--- config.mk ---
export PLATFORM = sky130hd
export DESIGN_NAME = hop_gradient_seed_tracker
export DESIGN_NICKNAME = d
export VERILOG_FILES = /design/src/rtl/hgst_pkg.sv /design/src/rtl/hgst_cfg.sv /design/src/rtl/hgst_core.sv /design/src/rtl/hop_gradient_seed_tracker.sv
export SDC_FILE = /design/constraint.sdc
export NUM_CORES = 1
export LEC_CHECK = 0
export BUFFER_PORTS_ARGS = -buffer_cell sky130_fd_sc_hd__buf_2
export CAP_MARGIN = 10
export CORE_MARGIN = 2
export CORE_UTILIZATION = 39
export DETAILED_ROUTE_END_ITERATION = 7
export PLACE_DENSITY = 0.53
export SLEW_MARGIN = 30
export SYNTH_ARGS = -nofsm -noshare
export SYNTH_HDL_FRONTEND = slang
export SYNTH_SLANG_ARGS = --single-unit
--- constraint.sdc ---
create_clock -name clk -period 13.8 [get_ports clk]
set_input_delay 1.38 -clock clk [delete_from_list [all_inputs] [get_ports clk]]
set_output_delay 1.38 -clock clk [all_outputs]
set_load 0.01 [all_outputs]
--- src/rtl/hgst_pkg.sv ---
// ----------------------------------------------------------------------------
// hgst_pkg
// Shared types, constants and the LED colour table of the hop gradient seed
// tracker.
// ----------------------------------------------------------------------------
package hgst_pkg;

	localparam int CFG_IDX_W = 2;

	localparam logic [CFG_IDX_W-1:0] CFG_NODE_ID     = 2'd0;
	localparam logic [CFG_IDX_W-1:0] CFG_HOP_LIMIT   = 2'd1;
	localparam logic [CFG_IDX_W-1:0] CFG_BLINK_TOTAL = 2'd2;
	localparam logic [CFG_IDX_W-1:0] CFG_BLINK_HALF  = 2'd3;

	localparam logic [15:0] RESET_NODE_ID     = 16'd0;
	localparam logic [15:0] RESET_HOP_LIMIT   = 16'd250;
	localparam logic [15:0] RESET_BLINK_TOTAL = 16'd6;
	localparam logic [15:0] RESET_BLINK_HALF  = 16'd1;
	localparam logic [15:0] RESET_HOP_DIST    = 16'd250;

	localparam logic [7:0] MSG_BYTES = 8'd8;

	localparam logic [4:0] LVL_FULL = 5'd25;
	localparam logic [4:0] LVL_PART = 5'd10;
	localparam logic [4:0] LVL_OFF  = 5'd0;

	typedef struct packed {
		logic [15:0] node_id;
		logic [15:0] hop_limit;
		logic [15:0] blink_total;
		logic [15:0] blink_half;
	} cfg_t;

	typedef struct packed {
		logic        action;
		logic [31:0] now_ms;
		logic        user_packet;
		logic [7:0]  payload_len;
		logic [15:0] peer_seed_id;
		logic [31:0] peer_seed_time;
		logic [15:0] peer_dist;
		logic        spark;
	} item_t;

	typedef struct packed {
		logic [14:0] colour;
		logic        known;
		logic [15:0] seed_id;
		logic [31:0] seed_time;
		logic [15:0] hop_cnt;
		logic        changed;
	} result_t;

	// packed red, green, blue
	function automatic logic [14:0] steady_colour(input logic have, input logic [15:0] hops);
		logic [2:0] k;
		logic [14:0] c;
		k = hops[2:0] - 3'd1;
		case (k)
			3'd0:    c = {LVL_FULL, LVL_OFF,  LVL_OFF};
			3'd1:    c = {LVL_FULL, LVL_PART, LVL_OFF};
			3'd2:    c = {LVL_FULL, LVL_FULL, LVL_OFF};
			3'd3:    c = {LVL_OFF,  LVL_FULL, LVL_OFF};
			3'd4:    c = {LVL_OFF,  LVL_FULL, LVL_FULL};
			3'd5:    c = {LVL_OFF,  LVL_OFF,  LVL_FULL};
			3'd6:    c = {LVL_PART, LVL_OFF,  LVL_FULL};
			default: c = {LVL_FULL, LVL_OFF,  LVL_FULL};
		endcase
		if (!have) begin
			c = 15'd0;
		end else if (hops == 16'd0) begin
			c = {LVL_FULL, LVL_FULL, LVL_FULL};
		end
		return c;
	endfunction

endpackage

--- src/rtl/hgst_cfg.sv ---
// ----------------------------------------------------------------------------
// hgst_cfg
// Configuration register file: node id, hop limit and blink timing.
// ----------------------------------------------------------------------------
module hgst_cfg (
	input  logic                           clk,
	input  logic                           arst_n,
	input  logic                           wr_en,
	input  logic [hgst_pkg::CFG_IDX_W-1:0] wr_index,
	input  logic [15:0]                    wr_data,
	output hgst_pkg::cfg_t                 cfg
);

	hgst_pkg::cfg_t cfg_q;

	always_ff @(posedge clk or negedge arst_n) begin
		if (!arst_n) begin
			cfg_q.node_id     <= hgst_pkg::RESET_NODE_ID;
			cfg_q.hop_limit   <= hgst_pkg::RESET_HOP_LIMIT;
			cfg_q.blink_total <= hgst_pkg::RESET_BLINK_TOTAL;
			cfg_q.blink_half  <= hgst_pkg::RESET_BLINK_HALF;
		end else if (wr_en) begin
			unique case (wr_index)
				hgst_pkg::CFG_NODE_ID:     cfg_q.node_id     <= wr_data;
				hgst_pkg::CFG_HOP_LIMIT:   cfg_q.hop_limit   <= wr_data;
				hgst_pkg::CFG_BLINK_TOTAL: cfg_q.blink_total <= wr_data;
				hgst_pkg::CFG_BLINK_HALF:  cfg_q.blink_half  <= wr_data;
				default: ;
			endcase
		end
	end

	assign cfg = cfg_q;

endmodule

--- src/rtl/hgst_core.sv ---
// ----------------------------------------------------------------------------
// hgst_core
// Seed and distance tracking, blink timer and LED colour. Computes the next
// state and the result of one item and commits the state on update.
// ----------------------------------------------------------------------------
module hgst_core (
	input  logic              clk,
	input  logic              arst_n,
	input  logic              update,
	input  hgst_pkg::item_t   item,
	input  hgst_pkg::cfg_t    cfg,
	output hgst_pkg::result_t result
);

	logic        have_q, n_have;
	logic [15:0] ident_q, n_ident;
	logic [31:0] stamp_q, n_stamp;
	logic [15:0] dist_q, n_dist;
	logic [31:0] end_q, n_end;
	logic [31:0] next_q, n_next;
	logic        lit_q, n_lit;
	logic [14:0] led_q, n_led;

	logic        chg;
	logic        msg_ok;
	logic        newer;
	logic [16:0] cand_w;
	logic [15:0] cand;
	logic [14:0] steady;
	logic [31:0] s_end, s_next;
	logic        s_lit;
	logic [14:0] s_led;

	always_comb begin
		n_have  = have_q;
		n_ident = ident_q;
		n_stamp = stamp_q;
		n_dist  = dist_q;
		chg     = 1'b0;

		msg_ok = item.user_packet && (item.payload_len >= hgst_pkg::MSG_BYTES)
			&& (item.peer_seed_time != 32'd0);
		cand_w = {1'b0, item.peer_dist} + 17'd1;
		cand   = (cand_w > {1'b0, cfg.hop_limit}) ? cfg.hop_limit : cand_w[15:0];
		newer  = (item.peer_seed_time != stamp_q) ? (item.peer_seed_time > stamp_q)
			: (item.peer_seed_id < ident_q);

		if (!item.action) begin
			if (msg_ok) begin
				if (!have_q || newer) begin
					n_have  = 1'b1;
					n_ident = item.peer_seed_id;
					n_stamp = item.peer_seed_time;
					n_dist  = cand;
					chg     = 1'b1;
				end else if ((item.peer_seed_time == stamp_q)
					&& (item.peer_seed_id == ident_q) && (cand < dist_q)) begin
					n_dist = cand;
					chg    = 1'b1;
				end
			end
		end else if (item.spark) begin
			n_have  = 1'b1;
			n_ident = cfg.node_id;
			n_stamp = item.now_ms;
			n_dist  = 16'd0;
			chg     = 1'b1;
		end

		steady = hgst_pkg::steady_colour(n_have, n_dist);

		// blink restart on any seed or distance change
		s_end  = chg ? (item.now_ms + {16'd0, cfg.blink_total}) : end_q;
		s_next = chg ? (item.now_ms + {16'd0, cfg.blink_half}) : next_q;
		s_lit  = chg ? 1'b1 : lit_q;
		s_led  = chg ? steady : led_q;

		n_end  = s_end;
		n_next = s_next;
		n_lit  = s_lit;
		n_led  = s_led;

		// tick advances the blink
		if (item.action) begin
			if (s_end == 32'd0) begin
				n_led = steady;
			end else if (item.now_ms >= s_end) begin
				n_end = 32'd0;
				n_led = steady;
			end else if (item.now_ms >= s_next) begin
				n_next = s_next + {16'd0, cfg.blink_half};
				n_lit  = !s_lit;
				n_led  = s_lit ? 15'd0 : steady;
			end
		end
	end

	always_ff @(posedge clk or negedge arst_n) begin
		if (!arst_n) begin
			have_q  <= 1'b0;
			ident_q <= 16'd0;
			stamp_q <= 32'd0;
			dist_q  <= hgst_pkg::RESET_HOP_DIST;
			end_q   <= 32'd0;
			next_q  <= 32'd0;
			lit_q   <= 1'b0;
			led_q   <= 15'd0;
		end else if (update) begin
			have_q  <= n_have;
			ident_q <= n_ident;
			stamp_q <= n_stamp;
			dist_q  <= n_dist;
			end_q   <= n_end;
			next_q  <= n_next;
			lit_q   <= n_lit;
			led_q   <= n_led;
		end
	end

	assign result.colour    = n_led;
	assign result.known     = n_have;
	assign result.seed_id   = n_ident;
	assign result.seed_time = n_stamp;
	assign result.hop_cnt   = n_dist;
	assign result.changed   = chg;

endmodule

--- src/rtl/hop_gradient_seed_tracker.sv ---
// ----------------------------------------------------------------------------
// hop_gradient_seed_tracker
// Follows the newest seed heard from neighbors or sparked locally, keeps the
// hop distance to it and drives a blinking rainbow LED colour.
//
//   channel  direction  handshake        payload
//   in       sink       in_valid/stall   action .. spark
//   out      source     out_valid/stall  led_red .. changed
//   cfg      sink       cfg_valid/ready  cfg_index, cfg_data
//
// One item per cycle while the output is not stalled. An item is registered
// on transfer, evaluated against the tracker state and its result registered
// in the output register. The state update is the only loop and closes
// through the core state registers. Reset clears the tracker to no seed
// and loads the register defaults. A stalled output holds its result; the
// input stalls only when both the input and the output register are full.
// ----------------------------------------------------------------------------
module hop_gradient_seed_tracker (
	input  logic                           clk,
	input  logic                           arst_n,

	input  logic                           in_valid,
	output logic                           in_stall,
	input  logic                           action,
	input  logic [31:0]                    now_ms,
	input  logic                           user_packet,
	input  logic [7:0]                     payload_len,
	input  logic [15:0]                    peer_seed_id,
	input  logic [31:0]                    peer_seed_time,
	input  logic [15:0]                    peer_dist,
	input  logic                           spark,

	output logic                           out_valid,
	input  logic                           out_stall,
	output logic [4:0]                     led_red,
	output logic [4:0]                     led_green,
	output logic [4:0]                     led_blue,
	output logic                           known,
	output logic [15:0]                    cur_seed_id,
	output logic [31:0]                    cur_seed_time,
	output logic [15:0]                    cur_dist,
	output logic                           changed,

	input  logic                           cfg_valid,
	output logic                           cfg_ready,
	input  logic [hgst_pkg::CFG_IDX_W-1:0] cfg_index,
	input  logic [15:0]                    cfg_data
);

	hgst_pkg::cfg_t    cfg;
	hgst_pkg::item_t   item_s1;
	hgst_pkg::result_t res;
	hgst_pkg::result_t res_s2;
	logic              valid_s1;
	logic              valid_s2;
	logic              adv;

	assign cfg_ready = 1'b1;

	hgst_cfg u_cfg (
		.clk      (clk),
		.arst_n   (arst_n),
		.wr_en    (cfg_valid && cfg_ready),
		.wr_index (cfg_index),
		.wr_data  (cfg_data),
		.cfg      (cfg)
	);

	assign adv      = !valid_s2 || !out_stall;
	assign in_stall = valid_s1 && !adv;

	always_ff @(posedge clk or negedge arst_n) begin
		if (!arst_n) begin
			valid_s1 <= 1'b0;
			valid_s2 <= 1'b0;
		end else begin
			if (adv) begin
				valid_s2 <= valid_s1;
			end
			if (!in_stall) begin
				valid_s1 <= in_valid;
			end
		end
	end

	always_ff @(posedge clk) begin
		if (in_valid && !in_stall) begin
			item_s1.action         <= action;
			item_s1.now_ms         <= now_ms;
			item_s1.user_packet    <= user_packet;
			item_s1.payload_len    <= payload_len;
			item_s1.peer_seed_id   <= peer_seed_id;
			item_s1.peer_seed_time <= peer_seed_time;
			item_s1.peer_dist      <= peer_dist;
			item_s1.spark          <= spark;
		end
		if (adv && valid_s1) begin
			res_s2 <= res;
		end
	end

	hgst_core u_core (
		.clk    (clk),
		.arst_n (arst_n),
		.update (adv && valid_s1),
		.item   (item_s1),
		.cfg    (cfg),
		.result (res)
	);

	assign out_valid     = valid_s2;
	assign led_red       = res_s2.colour[14:10];
	assign led_green     = res_s2.colour[9:5];
	assign led_blue      = res_s2.colour[4:0];
	assign known         = res_s2.known;
	assign cur_seed_id   = res_s2.seed_id;
	assign cur_seed_time = res_s2.seed_time;
	assign cur_dist      = res_s2.hop_cnt;
	assign changed       = res_s2.changed;

endmodule

After elaboration in Yosys (flattened, before gate mapping):

Index checks and enable logic that the tools add are counted.

* register bits: 399
* word-level logic and storage cells: 123

* $add $sub $neg: 5
* reduce and logical (&&, ||, !) cells: 24
* mux-type cells: 47
* eq/ne operators: 12
* order comparisons: 7

Operators with widths (number)
* 32-bit 2-to-1 mux: 13
* 16-bit 2-to-1 mux: 10
* 15-bit 2-to-1 mux: 8
* 15-bit one-hot mux with 7 select lines: 1
* 32-bit by 16-bit adder with 32-bit output: 3
* 32-bit >= comparator: 2
* 32-bit == test: 1
* 32-bit > comparator: 1
* 32-bit zero test: 1
* 16-bit < comparator: 2
* 32-bit != test: 1
* 32-bit nonzero test: 1
* 16-bit by 1-bit adder with 17-bit output (second input constant): 1
* 17-bit by 16-bit > comparator with 1-bit output: 1
* 16-bit == test: 1
* 16-bit zero test: 1
* 1-bit 2-to-1 mux: 15
* 3-bit == test (second input constant): 3
* 8-bit by 4-bit >= comparator with 1-bit output (second input constant): 1
* 2-bit AND reduction: 4
* 1-bit logical AND: 7
* 3-bit by 2-bit == test with 1-bit output (second input constant): 2
* 1-bit zero test: 6
* 2-bit == test (second input constant): 2
* 6 further kinds: 7

Logic depth before layout (Yosys ltp):

Gate-level depths: netlist of the first run.

* depth after elaboration: 19
* gate-level depth with buffers: 49

By module:

Synthesis of the first run repeated with hierarchy kept, for this count alone.

* cells, all modules: 2225
* area total of the unflattened synthesis: 23147.2 um^2

Modules (own cells, without submodules)
* hgst_core: times used 1, area each 14975.6 um^2, cells each 1891
* hop_gradient_seed_tracker: times used 1, area each 5749.3 um^2, cells each 198
* hgst_cfg: times used 1, area each 2422.3 um^2, cells each 136

Worst setup path after synthesis of the first run:

OpenSTA, ideal clock, no wires.

* path kind: register to register
* start point: reg item_s1[3] (netlist bit)
* end point: reg res_s2, in the netlist led_green[1] (data pin)
* data arrival time: 9149 ps
* setup time: 260 ps
* stages on the path, launching flop included: 43
* setup slack: 4391 ps
* clock period less this slack: 9409 ps
* cells stage by stage: edfxtp_1 > and4_1 > nand3_1 > nor2_1 > nand3_1 > nor2_1 > and3_1 > xor2_1 > ha_1 > nand3_1 > o31ai_1 > a21o_1 > buf_1 > buf_1 > nor2_1 > a21oi_1 > ha_1 > nand4_1 > [... 7 more ...] > buf_2 > buf_2 > clkbuf_1 > buf_1 > mux2i_1 > ha_1 > a21o_1 > a21o_1 > a21oi_1 > o21ai_0 > o41ai_1 > o2111ai_1 > a21boi_0 > nand2_1 > a211o_1 > o21a_1 > nor2_4 > mux2_2

RTL lines
* start, declared: line hop_gradient_seed_tracker.sv:51 `hgst_pkg::item_t item_s1;`
* end signal, assigned: line hop_gradient_seed_tracker.sv:98 `res_s2 <= res;`
* end, declared: line hop_gradient_seed_tracker.sv:53 `hgst_pkg::result_t res_s2;`

Worst setup path after layout of the first run:

* start point: reg item_s1[4] (netlist bit)
* end point: reg u_core.led_q[6]

* longest elaborated chain between the ends: 19
* elaborated cells on any way between the ends: 37
* those cells by class: 2 x add/sub; 4 x order compare; 6 x eq/ne; 21 x mux; 4 x reduce/logical

RTL lines
* 16-bit by 1-bit adder with 17-bit output *: line hgst_core.sv:43 `cand_w = {1'b0, item.peer_dist} + 17'd1;`
* 17-bit by 16-bit > comparator with 1-bit output: line hgst_core.sv:44 `cand = (cand_w > {1'b0, cfg.hop_limit}) ? cfg.hop_limit : cand_w[15:0];`
* 16-bit 2-to-1 mux *: line hgst_core.sv:44
* 16-bit < comparator: line hgst_core.sv:57 `&& (item.peer_seed_id == ident_q) && (cand < dist_q)) begin`
* 1-bit logical AND: line hgst_core.sv:57
* 16-bit 2-to-1 mux: line hgst_core.sv:56 `end else if ((item.peer_seed_time == stamp_q)`
* 16-bit 2-to-1 mux: line hgst_core.sv:50 `if (!have_q || newer) begin`
* 16-bit 2-to-1 mux: line hgst_core.sv:49 `if (msg_ok) begin`
* [... 3 more ...]
* 15-bit one-hot mux with 7 select lines: line hgst_pkg.sv:59 `case (k)`
* 15-bit 2-to-1 mux: line hgst_pkg.sv:71 `end else if (hops == 16'd0) begin`
* 15-bit 2-to-1 mux: line hgst_pkg.sv:69 `if (!have) begin`
* 15-bit 2-to-1 mux, on equally long branches: line hgst_core.sv:76, hgst_core.sv:93
* 15-bit 2-to-1 mux: line hgst_core.sv:90 `end else if (item.now_ms >= s_next) begin`
* 15-bit 2-to-1 mux: line hgst_core.sv:87 `end else if (item.now_ms >= s_end) begin`
* 15-bit 2-to-1 mux: line hgst_core.sv:85 `if (s_end == 32'd0) begin`
* 15-bit 2-to-1 mux *: line hgst_core.sv:84 `if (item.action) begin`
* end signal, assigned: line hgst_core.sv:116 `led_q <= n_led;`
* end, declared: line hgst_core.sv:22 `logic [14:0] led_q, n_led;`

Every way passes the cells marked *; elsewhere a longest branch is shown, timed or not.
A chain may end at the register's enable or synchronous reset.

==> metrics.txt, run 1 <==
number of distinct library cells after synthesis=99; clock tree from TritonCTS=yes; Final TNS setup=0 ns; critical path's slowest cell=sky130_fd_sc_hd__a21o_1; Area growth syn-to-layout=14.3%; number of failing hold endpoints at the final stage=0; Register-to-Register Setup Slack=2.64 ns; Synth area leader=sky130_fd_sc_hd__edfxtp_1; critical path peak fanout=50; via count=18700; met2 track demand over resource=0.383; outcome=finished clean; die height=251 um; worst setup path endpoint=u_core.led_q[6]; final worst path period need=11.16 ns; drt initial violations=1153; final worst clock skew=0.0219 ns; Initial DRT Pass Iterations=5; overall die area=62800 um^2; most common cell after layout, fill and taps aside=sky130_fd_sc_hd__nand2_1; category of the critical setup timing path=flip-flop to flip-flop; source-to-sink clock delay at the later pin of the worst-skew pair=0.59 ns; detailed-route DRC error count=0; number of port buffers=209; WP data required=14.26 ns; TritonCTS sink count=396; worst hold-check slack=0.477 ns; pwr/cell area=178 nW/um^2; Sequential cell area=10900 um^2; timing-limited maximum frequency=0.0896 GHz; setup repair after global routing missed its margin=no; DR WL/cell=20.7 um; HPWL reported at the end of detailed placement=49800 um; delay of the slowest cell on the worst path=0.71 ns; crit start category=flip-flop; Root Buffer Master=sky130_fd_sc_hd__clkbuf_16; number of I/O pins=214; proportion of layout cells with a drive suffix above 1=0.176; initial antenna violation count=6; total of cells resized after clock tree synthesis=0; sequential-to-total area share from yosys stat=0.458; Worst Setup SP=item_s1[4]; number of enable flip-flop cells after synthesis=185; Starting Density=0.393; multi-input combinational cell area=12000 um^2; Syn Inst Count=2331; Reg2Reg Depth=38; maximum root-to-sink buffer count=3; wire length of the first global-routing pass=107000 um; total global-route track usage=0.218; maximum resistive drop on vdd=0.103 mV; overflow left after global routing=0; hold-fix buffers at CTS=0; top_reg_cell synth=sky130_fd_sc_hd__dfrtp_1; RePlAce Congestion=0.854; number of failing setup endpoints in the final timing report=0; slew of the pin with the lowest slew margin=1.12 ns; type of the tightest min-delay check=flip-flop to flip-flop; mean instance size in the synthesized netlist=10.2 um^2; pin count of the biggest net entering global routing=93; number of H-tree levels=2; via count of the first global-routing pass=18700; final count of pins violating max slew=0; Net count, final=2831; worst reg2reg startpoint=item_s1[4]; Post-Syn Nets=2649; Critical Path Sink Type=flip-flop; count of yosys warnings during synthesis=0; fraction of met3 tracks used by global routing=0.0254; clock input transition at the sequential cells of the worst setup and hold paths=0.06 ns; row count=90; met1 Usage GRT=0.279; global routing's busiest layer=met2; Worst R2R End=u_core.led_q[6]; max_cap viols=0; area of the placeable core=60200 um^2; leading cell types by total area after synthesis=sky130_fd_sc_hd__edfxtp_1, sky130_fd_sc_hd__dfrtp_1, sky130_fd_sc_hd__ha_1; Post-Syn Area=23700 um^2; P_leak=0.0115 uW; Filler Cells Inserted=5721; area share of the largest cell type after synthesis=0.234; top library cells by usage in the layout, fill and taps aside=sky130_fd_sc_hd__nand2_1, sky130_fd_sc_hd__buf_2, sky130_fd_sc_hd__nor2_1; die boundary width=251 um; count of antenna-violating nets left after detailed routing=0; crit share post-route=0.809; number of register bits inferred by synthesis=396; critical path data arrival time=11.62 ns; number of setup buffers added after CTS=0; start point of the worst min-delay path=u_core.led_q[1]; Async SR Flop Fraction=0.533; worst slew margin relative to its limit=0.245; total power=4820 uW; total length of routed wires=69000 um; clock buffers created by TritonCTS=47; average vias per placed instance=5.61
-- worst max-delay path, delay by kind of cell (launching register included) --
kind / cells / cell delay, ns
compound gates: 15 / 5.15
simple gates: 15 / 2.71
mux: 2 / 0.87
fa+ha+maj: 3 / 0.80
buf+inv: 2 / 0.76
flops: 1 / 0.44
xor+xnor: 1 / 0.28
-- power by group --
part           internal, uW  switching (uW)  total, uW
logic                   734            1090       1820
registers              1540             196       1730
clock network           737             528       1270
total                  3010            1810       4820
-- synth_stat cells (all sizes together) (19+ instances only) --
cell type  number
a21o           49
a21oi         122
and2           19
and3           24
buf            27
clkbuf         68
dfrtp         196
edfxtp        185
ha            186
inv           123
mux2           79
mux2i          41
nand2         239
nand2b         19
nand3          50
nand4          52
nor2          204
nor3           31
nor4           31
o21ai         143
o22ai          48
o31ai          59
or3            21
xnor2          59
xor2           35
-- layer usage --
layer,up-vias,share of wire
li1,8977,-
met2,453,0.49
met1,9156,0.44
met4,0,0.027
met5,-,0
met3,112,0.041
-- kinds of logic after synthesis --
family                     Yosys count  synth area share
and+or+nand+nor                    728             0.149
AOI/OAI and AO/OA                  585             0.166
DFF                                396             0.458
buffers and inverters              218            0.0362
adders and majority gates          189             0.100
muxes                              120            0.0554
xor gates and xnor gates            94            0.0347
other                                1          0.000158
-- metrics by stage --
stage	cell area, um^2	utilization	instances	worst slack, ns
6_report	27100	0.450	3335	2.64
4_1_cts	27100	0.449	3333	2.87
2_1_floorplan	23700	-	2331	4.39
3_3_place_gp	25500	0.423	3245	3.06
3_5_place_dp	25500	0.423	3245	2.96
5_1_grt	27100	0.450	3335	2.07
-- cell type report --
cell class / count / area share
antenna: 1 / 0.0000924
clock buffer: 63 / 0.0490
clock inverter: 25 / 0.00877
inverter: 123 / 0.0172
multi-input combinational: 1717 / 0.444
sequential: 396 / 0.401
tap: 782 / 0.0361
timing repair buffer: 228 / 0.0445
-- sequential cells by signal, indices dropped and copies added, names as in the netlist, 5 cells and up --
name	cells
cur_seed_time	32
u_core.next_q	32
led_blue	5
led_red	5
item_s1	104
cur_seed_id	16
u_core.led_q	15
led_green	5
u_core.dist_q	16
u_core.stamp_q	32
u_core.end_q	32
u_cfg.cfg	64
cur_dist	16
u_core.ident_q	16
-- how the worst min path moves through the flow --
stage | end | depth (start not counted)
after floorplan | u_core.next_q[12] | 2
after global placement | u_core.led_q[0] | 1
after detailed placement | u_core.led_q[2] | 1
after CTS | u_core.led_q[1] | 1
after global routing | u_core.led_q[7] | 1
final | u_core.led_q[1] | 1
No activity file was read; power rests on OpenSTA's default activity.
==> run 2: changes to the inputs <==
--- a/config.mk
+++ b/config.mk
@@ -10,7 +10,7 @@
 export CORE_MARGIN = 2
 export CORE_UTILIZATION = 39
 export DETAILED_ROUTE_END_ITERATION = 7
-export PLACE_DENSITY = 0.53
+export PLACE_DENSITY = 0.55
 export SLEW_MARGIN = 30
 export SYNTH_ARGS = -nofsm -noshare
 export SYNTH_HDL_FRONTEND = slang
==> constraint.sdc (replaced) <==
create_clock -name clk -period 9 [get_ports clk]
set_input_delay 0.9 -clock clk [delete_from_list [all_inputs] [get_ports clk]]
set_output_delay 0.9 -clock clk [all_outputs]
set_load 0.01 [all_outputs]
==> run 2 against run 1 <==
Non-clock buffer count is 68 higher. Worst hold slack worse by 0.098 ns. Largest power group unchanged. Global-route usage is 0.062 points higher. Register-to-register slack worse by 2.3 ns. Sequential power is 54% higher. First-iteration DRC count is 1.4% lower. Critical endpoint is now led_red[0]. Power is 57% higher. Flip-flop and latch count stayed put. Die area stayed put. Sequential share of layout area is 1.1 points lower. Highest routed layer unchanged. Maximum frequency is 29% higher. Clock skew is 0.0042 ns higher.
==> metrics.txt, run 2 (synthesized netlist as in run 1, its figures left out) <==
worst reg2reg startpoint=item_s1[6]; share of power burned in registers=0.351; die boundary width=251 um; top library cells by usage in the layout, fill and taps aside=sky130_fd_sc_hd__nand2_1, sky130_fd_sc_hd__buf_2, sky130_fd_sc_hd__nor2_1; hold-fix buffers at CTS=0; worst slew margin relative to its limit=0.335; type of the tightest min-delay check=primary input to asynchronous set/reset pin; number of failing setup endpoints in the final timing report=0; clock input transition at the sequential cells of the worst setup and hold paths=0.06 ns; Top delay family on crit path=simple AND/OR/NAND/NOR gates; most common cell after layout, fill and taps aside=sky130_fd_sc_hd__nand2_1; critical path peak fanout=17; Initial DRT Pass Iterations=5; number of H-tree levels=2; Worst Slack Setup Final=0.378 ns; uppermost layer routed=met4; number of flip-flops in the largest register=104; Sequential cell area=10900 um^2; number of failing hold endpoints at the final stage=0; Starting Density=0.393; Final TNS setup=0 ns; number of I/O pins=214; final worst clock skew=0.0261 ns; final worst path period need=8.62 ns; row count=90; total length of routed wires=69100 um; pwr/cell area=272 nW/um^2; Root Buffer Master=sky130_fd_sc_hd__clkbuf_16; detailed-route DRC error count=0; via count=19100; total power=7590 uW; crit share post-route=0.958; Met1 Wirelength=30000 um; fraction of power consumed by the clock network=0.261; TritonCTS sink count=396; overflow left after global routing=0; routed length on met3=3190 um; outcome=finished clean; drt initial violations=1137; clock tree from TritonCTS=yes; P_leak=0.0119 uW; die height=251 um; max_cap viols=0; maximum root-to-sink buffer count=3; net switching power figure=2830 uW; clock buffers created by TritonCTS=48; via count of the first global-routing pass=18800; average vias per placed instance=5.60; critical path data arrival time=9.08 ns; area of the placeable core=60200 um^2; slew of the pin with the lowest slew margin=0.987 ns; proportion of layout cells with a drive suffix above 1=0.209; initial antenna violation count=3; Reg2Reg Depth=42; timing-limited maximum frequency=0.116 GHz; WP data required=9.46 ns; number of port buffers=209; Critical Path Sink Type=flip-flop; Worst R2R End=led_red[0]; final cell area excluding filler cells=27900 um^2; final count of pins violating max slew=0; Area growth syn-to-layout=17.7%; category of the critical setup timing path=flip-flop to flip-flop; HPWL reported at the end of detailed placement=50600 um; DR WL/cell=20.3 um; cell internal power dissipation=4760 uW; Net count, final=2900; Register-to-Register Setup Slack=0.38 ns; Filler Cells Inserted=5669; maximum resistive drop on vdd=0.130 mV; cell type with the highest occurrence count on the critical path=sky130_fd_sc_hd__buf_4; multi-input combinational cell area=12200 um^2; post-placement worst setup slack=0.0311 ns; logic depth of the worst path, buffers included=42; Placed Area=26000 um^2; RePlAce Congestion=0.872; switching part of the total power=0.373; total global-route track usage=0.218; total length of routed met2 wires=33300 um; worst path bufs/invs=6; pin count of the biggest net entering global routing=99; delay of the slowest cell on the worst path=0.39 ns; Largest Register=item_s1; proportion of power drawn by combinational gates=0.389; count of antenna-violating nets left after detailed routing=0; overall die area=62800 um^2; critical path's slowest cell=sky130_fd_sc_hd__nor4_4; worst hold-check slack=0.380 ns; wire length of the first global-routing pass=107000 um; crit start category=flip-flop; source-to-sink clock delay at the later pin of the worst-skew pair=0.61 ns
## run 2: through the flow
| step | cells | util |
|---|---|---|
| final | 3405 | 0.463 |
| after global routing | 3404 | 0.463 |
| after CTS | 3398 | 0.459 |
| after detailed placement | 3308 | 0.432 |
| after global placement | 3308 | 0.432 |
| after floorplan | 2331 | - |
## run 2: routing by layer
layer	global-route usage	vias up
met3	0.0315	141
met4	0.0874	0
met2	0.367	486
li1	-	9125
met5	0	-
met1	0.283	9326
## run 2: how the worst max path moves through the flow
stage	slack, ns	end	from
floorplan	0.02	led_green[1]	item_s1[3]
global placement	0.15	u_core.next_q[31]	item_s1[6]
detailed placement	0.03	u_core.next_q[31]	item_s1[5]
CTS	0.02	u_core.next_q[31]	item_s1[5]
global route	-0.07	u_core.next_q[31]	item_s1[6]
finish	0.38	led_red[0]	item_s1[6]
## run 2: timing repair
item	4_1_cts	5_1_grt
pin swaps	1	9
endpoints found under the setup margin	3	63
gates resized for setup	7	30
buffers inserted	0	4
## run 2: final cells by class
| cell class | instances | area share |
|---|---|---|
| diodes | 1 | 0.0000897 |
| clock buffers | 72 | 0.0510 |
| clock inverters | 18 | 0.00704 |
| inverters | 123 | 0.0169 |
| multi-input cells | 1717 | 0.437 |
| flip-flops and latches | 396 | 0.389 |
| well taps | 782 | 0.0351 |
| repair buffers | 296 | 0.0635 |
## run 2: worst register-to-register path, delay by kind of cell, from the launching register on
kind            cells  cell delay [ns]
compound gates     13             2.52
xor+xnor            1             0.26
fa+ha+maj           3             0.83
buf+inv             6             1.05
flops               1             0.38
mux                 1             0.34
simple gates       18             3.10
## run 2: power groups by stage
stage	Combinational (uW)	Sequential (uW)	Clock [uW]
6_report	2950	2660	1980
3_3_place_gp	2820	2680	0
4_1_cts	2920	2660	2020
2_1_floorplan	2050	2620	0
3_5_place_dp	2900	2690	0
5_1_grt	3310	2710	2090
